<file path="src/rtl/core/sod_pkg.sv">
// Shared constants, types and codes of the stationary object detector.
`default_nettype none

package sod_pkg;

    localparam int ENTRIES     = 16;
    localparam int IDX_W       = $clog2(ENTRIES);
    localparam int COORD_BITS  = 12;
    localparam int ID_W        = 16;
    localparam int AREA_W      = 2 * COORD_BITS;
    localparam int CTR_W       = COORD_BITS + 2;
    localparam int SQ_W        = 2 * CTR_W;
    localparam int SUM_W       = SQ_W + 1;
    localparam int TIME_W      = 32;

    localparam int AREA_LIM_W  = 24;
    localparam int MOVE_LIM_W  = 12;
    localparam int STOP_W      = 20;
    localparam int LIMSQ_W     = 2 * MOVE_LIM_W;
    localparam int CFG_DATA_W  = 24;
    localparam int CFG_IDX_W   = 2;

    localparam int CMD_W       = 2;
    localparam int IN_DATA_W   = ID_W + 4 * COORD_BITS;
    localparam int IN_TDATA_W  = ((IN_DATA_W + 7) / 8) * 8;
    localparam int OUT_TDATA_W = 8;

    localparam logic [AREA_LIM_W-1:0] AREA_LIM_RST = AREA_LIM_W'(10);
    localparam logic [MOVE_LIM_W-1:0] MOVE_LIM_RST = MOVE_LIM_W'(10);
    localparam logic [STOP_W-1:0]     STOP_RST     = STOP_W'(5000);

    localparam logic [CFG_IDX_W-1:0] REG_AREA_LIMIT = CFG_IDX_W'(0);
    localparam logic [CFG_IDX_W-1:0] REG_MOVE_LIMIT = CFG_IDX_W'(1);
    localparam logic [CFG_IDX_W-1:0] REG_STOP_TICKS = CFG_IDX_W'(2);

    typedef enum logic [CMD_W-1:0] {
        CMD_DETECT = 2'd0,
        CMD_TICK   = 2'd1,
        CMD_CHECK  = 2'd2
    } t_cmd;

    typedef enum logic [2:0] {
        ST_IDLE,
        ST_SCAN,
        ST_PICK,
        ST_SQUARE,
        ST_WRITE,
        ST_REPORT
    } t_state;

    typedef struct packed {
        logic [ID_W-1:0]   id;
        logic              started;
        logic [TIME_W-1:0] start_time;
        logic [AREA_W-1:0] area;
        logic [CTR_W-1:0]  cx2;
        logic [CTR_W-1:0]  cy2;
    } t_entry;

endpackage

`default_nettype wire

</file>
<file path="src/rtl/core/stationary_object_detector_top.sv">
// A tick advances time as it is accepted; a check raises its result from its report step.
// Detection and check walk the whole object table, one entry per cycle through the table RAM
// read port, and the input is held while they run: a detection until its pick, square and write
// steps are done and a check until its report step passes on; ticks go at one per cycle when idle.
// The result register lets the next item enter while a check result waits; a second check
// holds in its report step until that result leaves. Reset (synchronous, active low) clears
// all valid bits, time and the replace pointer, loads the default limits; RAM is not cleared.
`default_nettype none

module stationary_object_detector_top
    import sod_pkg::*;
(
    input  wire                    i_clk,
    input  wire                    i_rst_n,
    input  wire                    s_axis_tvalid,
    output logic                   s_axis_tready,
    // object_id [15:0], box_x [27:16], box_y [39:28], box_width [51:40], box_height [63:52]
    input  wire [IN_TDATA_W-1:0]   s_axis_tdata,
    // command [1:0]
    input  wire [CMD_W-1:0]        s_axis_tuser,
    output logic                   m_axis_tvalid,
    input  wire                    m_axis_tready,
    // any_stopped [0], zeros above
    output logic [OUT_TDATA_W-1:0] m_axis_tdata,
    input  wire                    i_cfg_we,
    input  wire [CFG_IDX_W-1:0]    i_cfg_idx,
    input  wire [CFG_DATA_W-1:0]   i_cfg_data
);

    localparam logic [IDX_W-1:0] IDX_LAST = IDX_W'(ENTRIES - 1);

    // configuration
    logic [AREA_LIM_W-1:0] r_area_lim;
    logic [MOVE_LIM_W-1:0] r_move_lim;
    logic [STOP_W-1:0]     r_stop;

    // control state
    t_state               r_state, n_state;
    logic [ENTRIES-1:0]   r_valid;
    logic [TIME_W-1:0]    r_time;
    logic [IDX_W-1:0]     r_repl;
    logic [IDX_W-1:0]     r_cnt;
    logic                 r_issue_done;
    logic                 r_rd_vld;
    logic [IDX_W-1:0]     r_rd_idx;
    logic                 r_is_check;
    logic                 r_hit;
    logic                 r_any;
    logic                 r_out_vld;
    logic                 r_out_any;

    // item payload and working values
    logic [ID_W-1:0]      r_id;
    logic [AREA_W-1:0]    r_area;
    logic [CTR_W-1:0]     r_cx2;
    logic [CTR_W-1:0]     r_cy2;
    logic [IDX_W-1:0]     r_slot;
    t_entry               r_ent;
    logic [SQ_W-1:0]      r_dxsq;
    logic [SQ_W-1:0]      r_dysq;
    logic [LIMSQ_W-1:0]   r_limsq;
    logic                 r_da_ok;

    // table RAM
    t_entry               mem [ENTRIES];
    t_entry               r_rd_data;

    // combinational
    logic                 in_acc;
    t_cmd                 in_cmd;
    logic                 issue_rd;
    logic                 load_out;
    logic                 do_write;
    logic [IDX_W-1:0]     free_idx;
    logic                 free_found;
    logic [CTR_W-1:0]     dx;
    logic [CTR_W-1:0]     dy;
    logic [AREA_W-1:0]    da;
    logic [SUM_W-1:0]     dist_sq;
    logic [SUM_W-1:0]     lim_sq4;
    logic                 still;
    t_entry               n_entry;
    t_entry               fresh;
    logic [TIME_W-1:0]    elapsed;

    wire [ID_W-1:0]       in_id = s_axis_tdata[ID_W-1:0];
    wire [COORD_BITS-1:0] in_x  = s_axis_tdata[ID_W +: COORD_BITS];
    wire [COORD_BITS-1:0] in_y  = s_axis_tdata[ID_W + COORD_BITS +: COORD_BITS];
    wire [COORD_BITS-1:0] in_w  = s_axis_tdata[ID_W + 2*COORD_BITS +: COORD_BITS];
    wire [COORD_BITS-1:0] in_h  = s_axis_tdata[ID_W + 3*COORD_BITS +: COORD_BITS];

    assign in_cmd = t_cmd'(s_axis_tuser);
    assign in_acc = s_axis_tvalid && s_axis_tready;

    // ---------------- state machine ----------------
    always_comb begin
        n_state = r_state;
        unique case (r_state)
            ST_IDLE: begin
                if (in_acc && (in_cmd == CMD_DETECT || in_cmd == CMD_CHECK)) begin
                    n_state = ST_SCAN;
                end
            end
            ST_SCAN: begin
                if (r_rd_vld && r_rd_idx == IDX_LAST) begin
                    n_state = r_is_check ? ST_REPORT : ST_PICK;
                end
            end
            ST_PICK:   n_state = ST_SQUARE;
            ST_SQUARE: n_state = ST_WRITE;
            ST_WRITE:  n_state = ST_IDLE;
            ST_REPORT: begin
                if (!r_out_vld || m_axis_tready) begin
                    n_state = ST_IDLE;
                end
            end
            default:   n_state = ST_IDLE;
        endcase
    end

    always_comb begin
        s_axis_tready = (r_state == ST_IDLE);
        issue_rd      = (r_state == ST_SCAN) && !r_issue_done;
        load_out      = (r_state == ST_REPORT) && (!r_out_vld || m_axis_tready);
        do_write      = (r_state == ST_WRITE);
    end

    // ---------------- lookup helpers ----------------
    always_comb begin
        free_idx   = '0;
        free_found = 1'b0;
        for (int i = ENTRIES - 1; i >= 0; i--) begin
            if (!r_valid[i]) begin
                free_idx   = IDX_W'(i);
                free_found = 1'b1;
            end
        end
    end

    always_comb begin
        fresh            = '0;
        fresh.id         = r_id;
        fresh.start_time = r_time;
    end

    assign elapsed = r_time - r_rd_data.start_time;

    assign dx = (r_cx2 >= r_ent.cx2) ? r_cx2 - r_ent.cx2 : r_ent.cx2 - r_cx2;
    assign dy = (r_cy2 >= r_ent.cy2) ? r_cy2 - r_ent.cy2 : r_ent.cy2 - r_cy2;
    assign da = (r_area >= r_ent.area) ? r_area - r_ent.area : r_ent.area - r_area;

    assign dist_sq = SUM_W'(r_dxsq) + SUM_W'(r_dysq);
    assign lim_sq4 = SUM_W'({r_limsq, 2'b00});
    assign still   = r_da_ok && (dist_sq < lim_sq4);

    always_comb begin
        n_entry      = r_ent;
        n_entry.area = r_area;
        n_entry.cx2  = r_cx2;
        n_entry.cy2  = r_cy2;
        if (still) begin
            if (!r_ent.started) begin
                n_entry.started    = 1'b1;
                n_entry.start_time = r_time;
            end
        end else begin
            n_entry.started = 1'b0;
        end
    end

    // ---------------- table RAM ----------------
    always_ff @(posedge i_clk) begin
        if (do_write) begin
            mem[r_slot] <= n_entry;
        end
        r_rd_data <= mem[r_cnt];
    end

    // ---------------- control registers ----------------
    always_ff @(posedge i_clk) begin
        if (!i_rst_n) begin
            r_state      <= ST_IDLE;
            r_area_lim   <= AREA_LIM_RST;
            r_move_lim   <= MOVE_LIM_RST;
            r_stop       <= STOP_RST;
            r_valid      <= '0;
            r_time       <= '0;
            r_repl       <= '0;
            r_cnt        <= '0;
            r_issue_done <= 1'b0;
            r_rd_vld     <= 1'b0;
            r_rd_idx     <= '0;
            r_is_check   <= 1'b0;
            r_hit        <= 1'b0;
            r_any        <= 1'b0;
            r_out_vld    <= 1'b0;
        end else begin
            r_state <= n_state;

            if (i_cfg_we) begin
                if (i_cfg_idx == REG_AREA_LIMIT) begin
                    r_area_lim <= i_cfg_data[AREA_LIM_W-1:0];
                end
                if (i_cfg_idx == REG_MOVE_LIMIT) begin
                    r_move_lim <= i_cfg_data[MOVE_LIM_W-1:0];
                end
                if (i_cfg_idx == REG_STOP_TICKS) begin
                    r_stop <= i_cfg_data[STOP_W-1:0];
                end
            end

            if (in_acc) begin
                if (in_cmd == CMD_TICK) begin
                    r_time <= r_time + 1'b1;
                end
                r_is_check   <= (in_cmd == CMD_CHECK);
                r_cnt        <= '0;
                r_issue_done <= 1'b0;
                r_hit        <= 1'b0;
                r_any        <= 1'b0;
            end

            // walk the table, one read per cycle
            r_rd_vld <= issue_rd;
            r_rd_idx <= r_cnt;
            if (issue_rd) begin
                if (r_cnt == IDX_LAST) begin
                    r_issue_done <= 1'b1;
                end else begin
                    r_cnt <= r_cnt + 1'b1;
                end
            end

            if (r_state == ST_SCAN && r_rd_vld && r_valid[r_rd_idx]) begin
                if (!r_is_check && !r_hit && r_rd_data.id == r_id) begin
                    r_hit <= 1'b1;
                end
                if (r_is_check && r_rd_data.started && elapsed >= TIME_W'(r_stop)) begin
                    r_any <= 1'b1;
                end
            end

            // table full and id missing: advance the round-robin victim
            if (r_state == ST_PICK && !r_hit && !free_found) begin
                r_repl <= (r_repl == IDX_LAST) ? '0 : r_repl + 1'b1;
            end

            if (do_write) begin
                r_valid[r_slot] <= 1'b1;
            end

            if (load_out) begin
                r_out_vld <= 1'b1;
            end else if (m_axis_tready) begin
                r_out_vld <= 1'b0;
            end
        end
    end

    // ---------------- datapath registers ----------------
    always_ff @(posedge i_clk) begin
        if (in_acc) begin
            r_id   <= in_id;
            r_area <= AREA_W'(in_w) * AREA_W'(in_h);
            r_cx2  <= CTR_W'({in_x, 1'b0}) + CTR_W'(in_w);
            r_cy2  <= CTR_W'({in_y, 1'b0}) + CTR_W'(in_h);
        end

        if (r_state == ST_SCAN && r_rd_vld && !r_is_check && !r_hit &&
            r_valid[r_rd_idx] && r_rd_data.id == r_id) begin
            r_slot <= r_rd_idx;
            r_ent  <= r_rd_data;
        end

        if (r_state == ST_PICK && !r_hit) begin
            r_slot <= free_found ? free_idx : r_repl;
            r_ent  <= fresh;
        end

        if (r_state == ST_SQUARE) begin
            r_dxsq  <= SQ_W'(dx) * SQ_W'(dx);
            r_dysq  <= SQ_W'(dy) * SQ_W'(dy);
            r_limsq <= LIMSQ_W'(r_move_lim) * LIMSQ_W'(r_move_lim);
            r_da_ok <= da < r_area_lim;
        end

        if (load_out) begin
            r_out_any <= r_any;
        end
    end

    assign m_axis_tvalid = r_out_vld;
    assign m_axis_tdata  = {{(OUT_TDATA_W - 1){1'b0}}, r_out_any};

    // ---------------- assertions ----------------
    a_rd_only_in_scan: assert property (@(posedge i_clk) disable iff (!i_rst_n)
        r_rd_vld |-> (r_state == ST_SCAN))
        else $error("table read data returned outside a scan");

    a_write_sets_valid: assert property (@(posedge i_clk) disable iff (!i_rst_n)
        (r_state == ST_WRITE) |=> r_valid[$past(r_slot)])
        else $error("written entry not marked valid");

    a_repl_only_when_full: assert property (@(posedge i_clk) disable iff (!i_rst_n)
        ($past(i_rst_n) && !$stable(r_repl)) |->
            ($past(r_state == ST_PICK) && $past(&r_valid)))
        else $error("replace pointer moved while the table had a free entry");

    a_time_only_on_tick: assert property (@(posedge i_clk) disable iff (!i_rst_n)
        ($past(i_rst_n) && !$stable(r_time)) |->
            $past(in_acc && in_cmd == CMD_TICK))
        else $error("time advanced without a tick item");

    a_result_from_report: assert property (@(posedge i_clk) disable iff (!i_rst_n)
        ($past(i_rst_n) && $rose(r_out_vld)) |-> $past(r_state == ST_REPORT))
        else $error("result raised outside the report state");

endmodule

`default_nettype wire
</file>
<file path="config.mk">
export PLATFORM = sky130hd
export DESIGN_NAME = stationary_object_detector_top
export DESIGN_NICKNAME = d
export VERILOG_FILES = /design/src/rtl/core/sod_pkg.sv /design/src/rtl/core/stationary_object_detector_top.sv
export SDC_FILE = /design/constraint.sdc
export NUM_CORES = 2
export LEC_CHECK = 0
export BUFFER_PORTS_ARGS = -buffer_cell sky130_fd_sc_hd__buf_2
export CORE_ASPECT_RATIO = 2
export CORE_MARGIN = 5
export CORE_UTILIZATION = 30
export CTS_CLUSTER_DIAMETER = 150
export DETAILED_ROUTE_END_ITERATION = 12
export REMOVE_ABC_BUFFERS = 1
export SYNTH_ARGS = -nofsm -noshare
export SYNTH_HDL_FRONTEND = slang
export SYNTH_SLANG_ARGS = --single-unit
</file>
<file path="constraint.sdc">
create_clock -name i_clk -period 14.6 [get_ports i_clk]
set_clock_uncertainty 0.05 [all_clocks]
set_input_delay 1.46 -clock i_clk [delete_from_list [all_inputs] [get_ports i_clk]]
set_output_delay 1.46 -clock i_clk [all_outputs]
set_load 0.05 [all_outputs]
</file>
== After elaboration in Yosys (flattened, before gate mapping) ==
Memory sizes are Yosys's and may differ from the RTL's. A register that Yosys moved wholly into a read port is not among the register bits.
Cells that the tools add are included.

* Register bits: 380
* Latch bits: 0
* RAM bits: 1616
* ROM bits: 0
* Input bits: 97
* Output and inout bits: 10
* Logic and storage cells: 180
* Memories kept: 1

* Add/sub/neg operators: 13
* $mul: 4
* Divide/modulo/power cells: 0
* $lt $le $gt $ge: 9
* Equality and inequality tests: 16
* Shifts and indexed selects: 0
* Multiplexer cells: 69
* Bitwise logic cells: 1
* Reductions and logical operators: 36

{| class="wikitable"
|+ Memories
! memory !! depth !! width !! read ports !! clocked after Yosys merged registers in !! write ports !! line !! source
|-
| mem || 16 || 101 || 1 || 1 || 1 || stationary_object_detector_top.sv:65 || <nowiki>t_entry mem [ENTRIES];</nowiki>
|}

{| class="wikitable"
|+ Operators by type and width
! operator !! count
|-
| 2-to-1 mux 101 bit || 2
|-
| 2-to-1 mux 4 bit || 23
|-
| 2-to-1 mux 32 bit || 2
|-
| multiplier 14 x 14 -> 28 bit || 2
|-
| subtractor 14 bit || 4
|-
| multiplier 12 x 12 -> 24 bit || 2
|-
| subtractor 24 bit || 2
|-
| adder 32 x 1 -> 32 bit (second input constant) || 1
|-
| >= comparator 32 x 20 -> 1 bit || 1
|-
| 2-to-1 mux 1 bit || 32
|-
| subtractor 32 bit || 1
|-
| adder 28 x 28 -> 29 bit || 1
|-
| < comparator 29 x 26 -> 1 bit || 1
|-
| adder 13 x 12 -> 14 bit || 2
|-
| >= comparator 14 bit || 2
|-
| 2-to-1 mux 14 bit || 2
|-
| >= comparator 24 bit || 1
|-
| < comparator 24 bit || 1
|-
| 2-to-1 mux 24 bit || 1
|-
| logical AND 1 bit || 19
|-
| equality test 16 bit || 1
|-
| OR 16 bit || 1
|-
| case mux 3 bit (5 select lines) || 1
|-
| equality test 4 bit (second input constant) || 3
|-
| 20 further kinds || 40
|}

== Logic depth before layout (Yosys ltp) ==
* Depth in word-level cells: 18
* Mapped depth: 40
* Mapped depth without buffers: 38

== Worst setup path before layout ==
Ideal clock, no wire load.

* Kind: reg-to-reg
* From: register r_cy2[0]
* To: register r_dysq[26], data pin
* Arrival time: 8.931 ns
* Required time: 14.293 ns
* Setup slack: 5.361 ns
* Stages on the path, launching flop included: 35
* Clock period less this slack: 9.239 ns
* Cell sequence: edfxtp_1 -> inv_1 -> ha_1 -> inv_1 -> fa_1 -> a21o_1 -> a21o_1 -> a221oi_2 -> o311a_1 -> buf_4 -> buf_4 -> mux2_2 -> xor2_1 -> clkinv_1 -> fa_1 -> fa_1 -> inv_1 -> fa_1 -> inv_1 -> fa_1 -> inv_1 -> fa_1 -> inv_1 -> fa_1 -> inv_1 -> ha_1 -> a31oi_1 -> o221ai_1 -> a2111oi_0 -> nor3_1 -> a41oi_1 -> a21oi_1 -> a41o_1 -> o41a_1 -> xor2_1

* Word-level cells in the longest chain between the ends: 3
* Elaborated cells between the ends (all ways): 5

{| class="wikitable"
|+ RTL lines
! item !! line !! source
|-
| from (decl) || stationary_object_detector_top.sv:56 || <nowiki>logic [CTR_W-1:0] r_cy2;</nowiki>
|-
| from (signal assigned) || stationary_object_detector_top.sv:266 || <nowiki>r_cy2 <= CTR_W'({in_y, 1'b0}) + CTR_W'(in_h);</nowiki>
|-
| subtractor 14 bit or >= comparator 14 bit (tied branches) || stationary_object_detector_top.sv:149 || <nowiki>assign dy = (r_cy2 >= r_ent.cy2) ? r_cy2 - r_ent.cy2 : r_ent.cy2 - r_cy2;</nowiki>
|-
| 2-to-1 mux 14 bit (*) || stationary_object_detector_top.sv:149 ||
|-
| multiplier 14 x 14 -> 28 bit (*) || stationary_object_detector_top.sv:282 || <nowiki>r_dysq <= SQ_W'(dy) * SQ_W'(dy);</nowiki>
|-
| to (signal assigned) || stationary_object_detector_top.sv:282 ||
|-
| to (decl) || stationary_object_detector_top.sv:60 || <nowiki>logic [SQ_W-1:0] r_dysq;</nowiki>
|}

Every way passes the cells marked *; elsewhere a longest branch is shown, timed or not.
A chain may end at the register's enable or synchronous reset.

== Worst setup path after layout ==
Same ends and word-level chain as after synthesis.

==> flow_summary.ini <==
[outcome]
status = completed

[global_routing]
grt_max_degree = 142
overflow = 0
grt_first_pass_wirelength_um = 413000
grt_usage = 0.151
grt_pass1_vias = 63700
antenna_found_initial = 25

[place]
port_buffers = 99
place.detailed.hpwl_um = 187000
placed_cells = 11700
gp_congestion = 0.863
dpl_cell_area_um2 = 112000

[clock_tree]
root_buffer = clkbuf_16
cts.sinks = 2092
postCtsHoldBufs = 0
cts_max_path_buffers = 4
insertion_delay_ns = 0.88
clkSlewWorstSetupHoldPaths_ns = 0.07
cts_resized = 0
cts_tree = done
postCtsSetupBuffers = 0
htree_levels = 4
cts_buffers = 175

[setup_path]
required_ns = 15.06
cp_max_fo = 21
cp-start-kind = flop
cp_slowest_cell = o311a_1
end_kind = flop
r2r_start = r_cy2[0]$_DFFE_PP_
worst_r2r_path_depth = 34
timing.rr.end = r_dysq[26]$_DFFE_PN_
path_class = flop to flop
critPathArrivalTime_ns = 11.77
reg2reg_slack_ns = 3.29
cpPeakStageDelay_ns = 0.92

[final_layout]
area.growth.synth_to_final_pct = 11.2
layoutNonFillerInstCount = 12000
drive_gt1_frac = 0.148
design_area_um2 = 118000
finalNetCount = 8249

[min_path]
min_path_cells = 2
whs_endpoint = r_ent[26]$_SDFFE_PP0P_
min_from = r_rd_data[26]$_DFF_P_
hold_class = flop to flop

[routing]
wire_per_inst_um = 23.5
vias = 59500
highest_layer = met5
routed-wl-met3_um = 11000
drt.antenna.violating_nets = 0
finalWirelength_um = 282000
met1_length_um = 96400
dr_wl_met2_um = 160000
drtIter0Drc = 4180
viasPerCell = 4.97
drtPass1Iterations = 5
drc = 0

[floorplanning]
die_y_um = 850
die_x_um = 430
ios = 107
start_util = 0.301
core_area_um2 = 351000
die_area_um2 = 365000
rows = 308

[synthesis]
synthTopCellsByCount = edfxtp_1 (1813), inv_1 (817), ha_1 (542)
syn_inst = 7085
synth_area_um2 = 106000
yosysSeqAreaShare = 0.568
synth-edff-count = 1813
synth-seq-cells = 2092
netlist.area_leader.share = 0.515
synth_most_common_cell = edfxtp_1
yosysWarnings = 0
synthFlopType = edfxtp_1
ys_async_sr_fraction = 0
yosysTopAreaCell = edfxtp_1
ys_top_cells_by_area = edfxtp_1 (51%), mux4_2 (11%), fa_1 (7.9%)
synth.distinct_cells = 93
syn-mean-instance-area_um2 = 14.9

[timing]
grt_setup_unrepaired = no
min_period_over_period = 0.775
relSlewSlack = 0.149
worst_pin_slew_ns = 1.27
hold_violations = 0
period_needed_ns = 11.31
setup_viol = 0
drv_slew = 0
max_freq_mhz = 88.4

[flow_run]
max_cap_viol_count = 0
-- critical path: cells and delay by family, from the launching register on --
family / cells / cell delay [ns]
AOI/OAI and AO/OA: 12 / 3.93
and+or+nand+nor: 3 / 0.53
buffers and inverters: 8 / 1.06
DFF: 1 / 0.61
adders and majority gates: 9 / 3.91
xor gates and xnor gates: 2 / 0.90
-- registers in the layout, summed over array words and instances, names as in the netlist, 20 cells and up --
register and cells:
r_area_lim 24, r_stop 20, mem 1616, r_limsq 23, r_area 24, r_dysq 26
r_dxsq 26, r_rd_data 101, r_ent 85, r_time 32
-- routing by layer --
layer  vias to the layer above  global-route usage
li1                      26000                   -
met1                     31400               0.156
met2                      1517               0.301
met3                       570              0.0158
met4                        24              0.0674
met5                         -                   0
-- worst max-delay path by stage --
stage                              from              endpoint  depth (start not counted)
floorplan           r_cnt[0]$_SDFF_PN0_   r_cnt[0]$_SDFF_PN0_                          5
global placement     r_cy2[0]$_DFFE_PP_  r_dysq[26]$_DFFE_PN_                         34
detailed placement   r_cy2[0]$_DFFE_PP_  r_dysq[26]$_DFFE_PN_                         34
CTS                  r_cy2[0]$_DFFE_PP_  r_dysq[26]$_DFFE_PN_                         34
global route         r_cy2[0]$_DFFE_PP_  r_dysq[26]$_DFFE_PN_                         34
finish               r_cy2[0]$_DFFE_PP_  r_dysq[26]$_DFFE_PN_                         34
-- layout by cell type, fill, tap and decap left out, types with 168 or more instances in the layout --
cell / instances
a21oi_1: 196
and2_1: 171
clkbuf_16: 176
dfxtp_1: 275
edfxtp_1: 1813
fa_1: 416
ha_1: 542
inv_1: 816
mux4_2: 510
nand2_1: 457
nor2_1: 285
xnor2_1: 168
-- cell families after synthesis --
| group | after synthesis | share of synthesized area |
|---|---|---|
| buf+inv | 1094 | 0.0400 |
| compound gates | 788 | 0.0499 |
| fa+ha+maj | 958 | 0.143 |
| flops | 2092 | 0.568 |
| other cells | 1 | 0.0000355 |
| simple gates | 1275 | 0.0571 |
| mux | 635 | 0.122 |
| xor+xnor | 242 | 0.0201 |
-- through the flow --
step,TNS (ns),setup WS [ns],hold WS (ns),util
final,0,3.29,0.386,0.335
after global routing,0,2.61,0.440,0.335
after CTS,0,3.25,0.380,0.335
after detailed placement,0,3.32,0.400,0.318
after global placement,0,3.44,0.394,0.318
after floorplan,-351.71,-4.14,0.358,-
-- area by class of cell --
| type | count | area [µm²] |
|---|---|---|
| diodes | 8 | 20.0 |
| clock buffers | 211 | 4630 |
| fillers | 33900 | 234000 |
| repair buffers | 198 | 1290 |
| flip-flops and latches | 2092 | 60000 |
| multi-input cells | 3905 | 41700 |
| inverters | 822 | 3090 |
| clock inverters | 99 | 1060 |
| well taps | 4650 | 5820 |
Power is left out: the tool's default activity adds up to more than one toggle a clock period on the data nets, which glitch-free logic cannot reach.
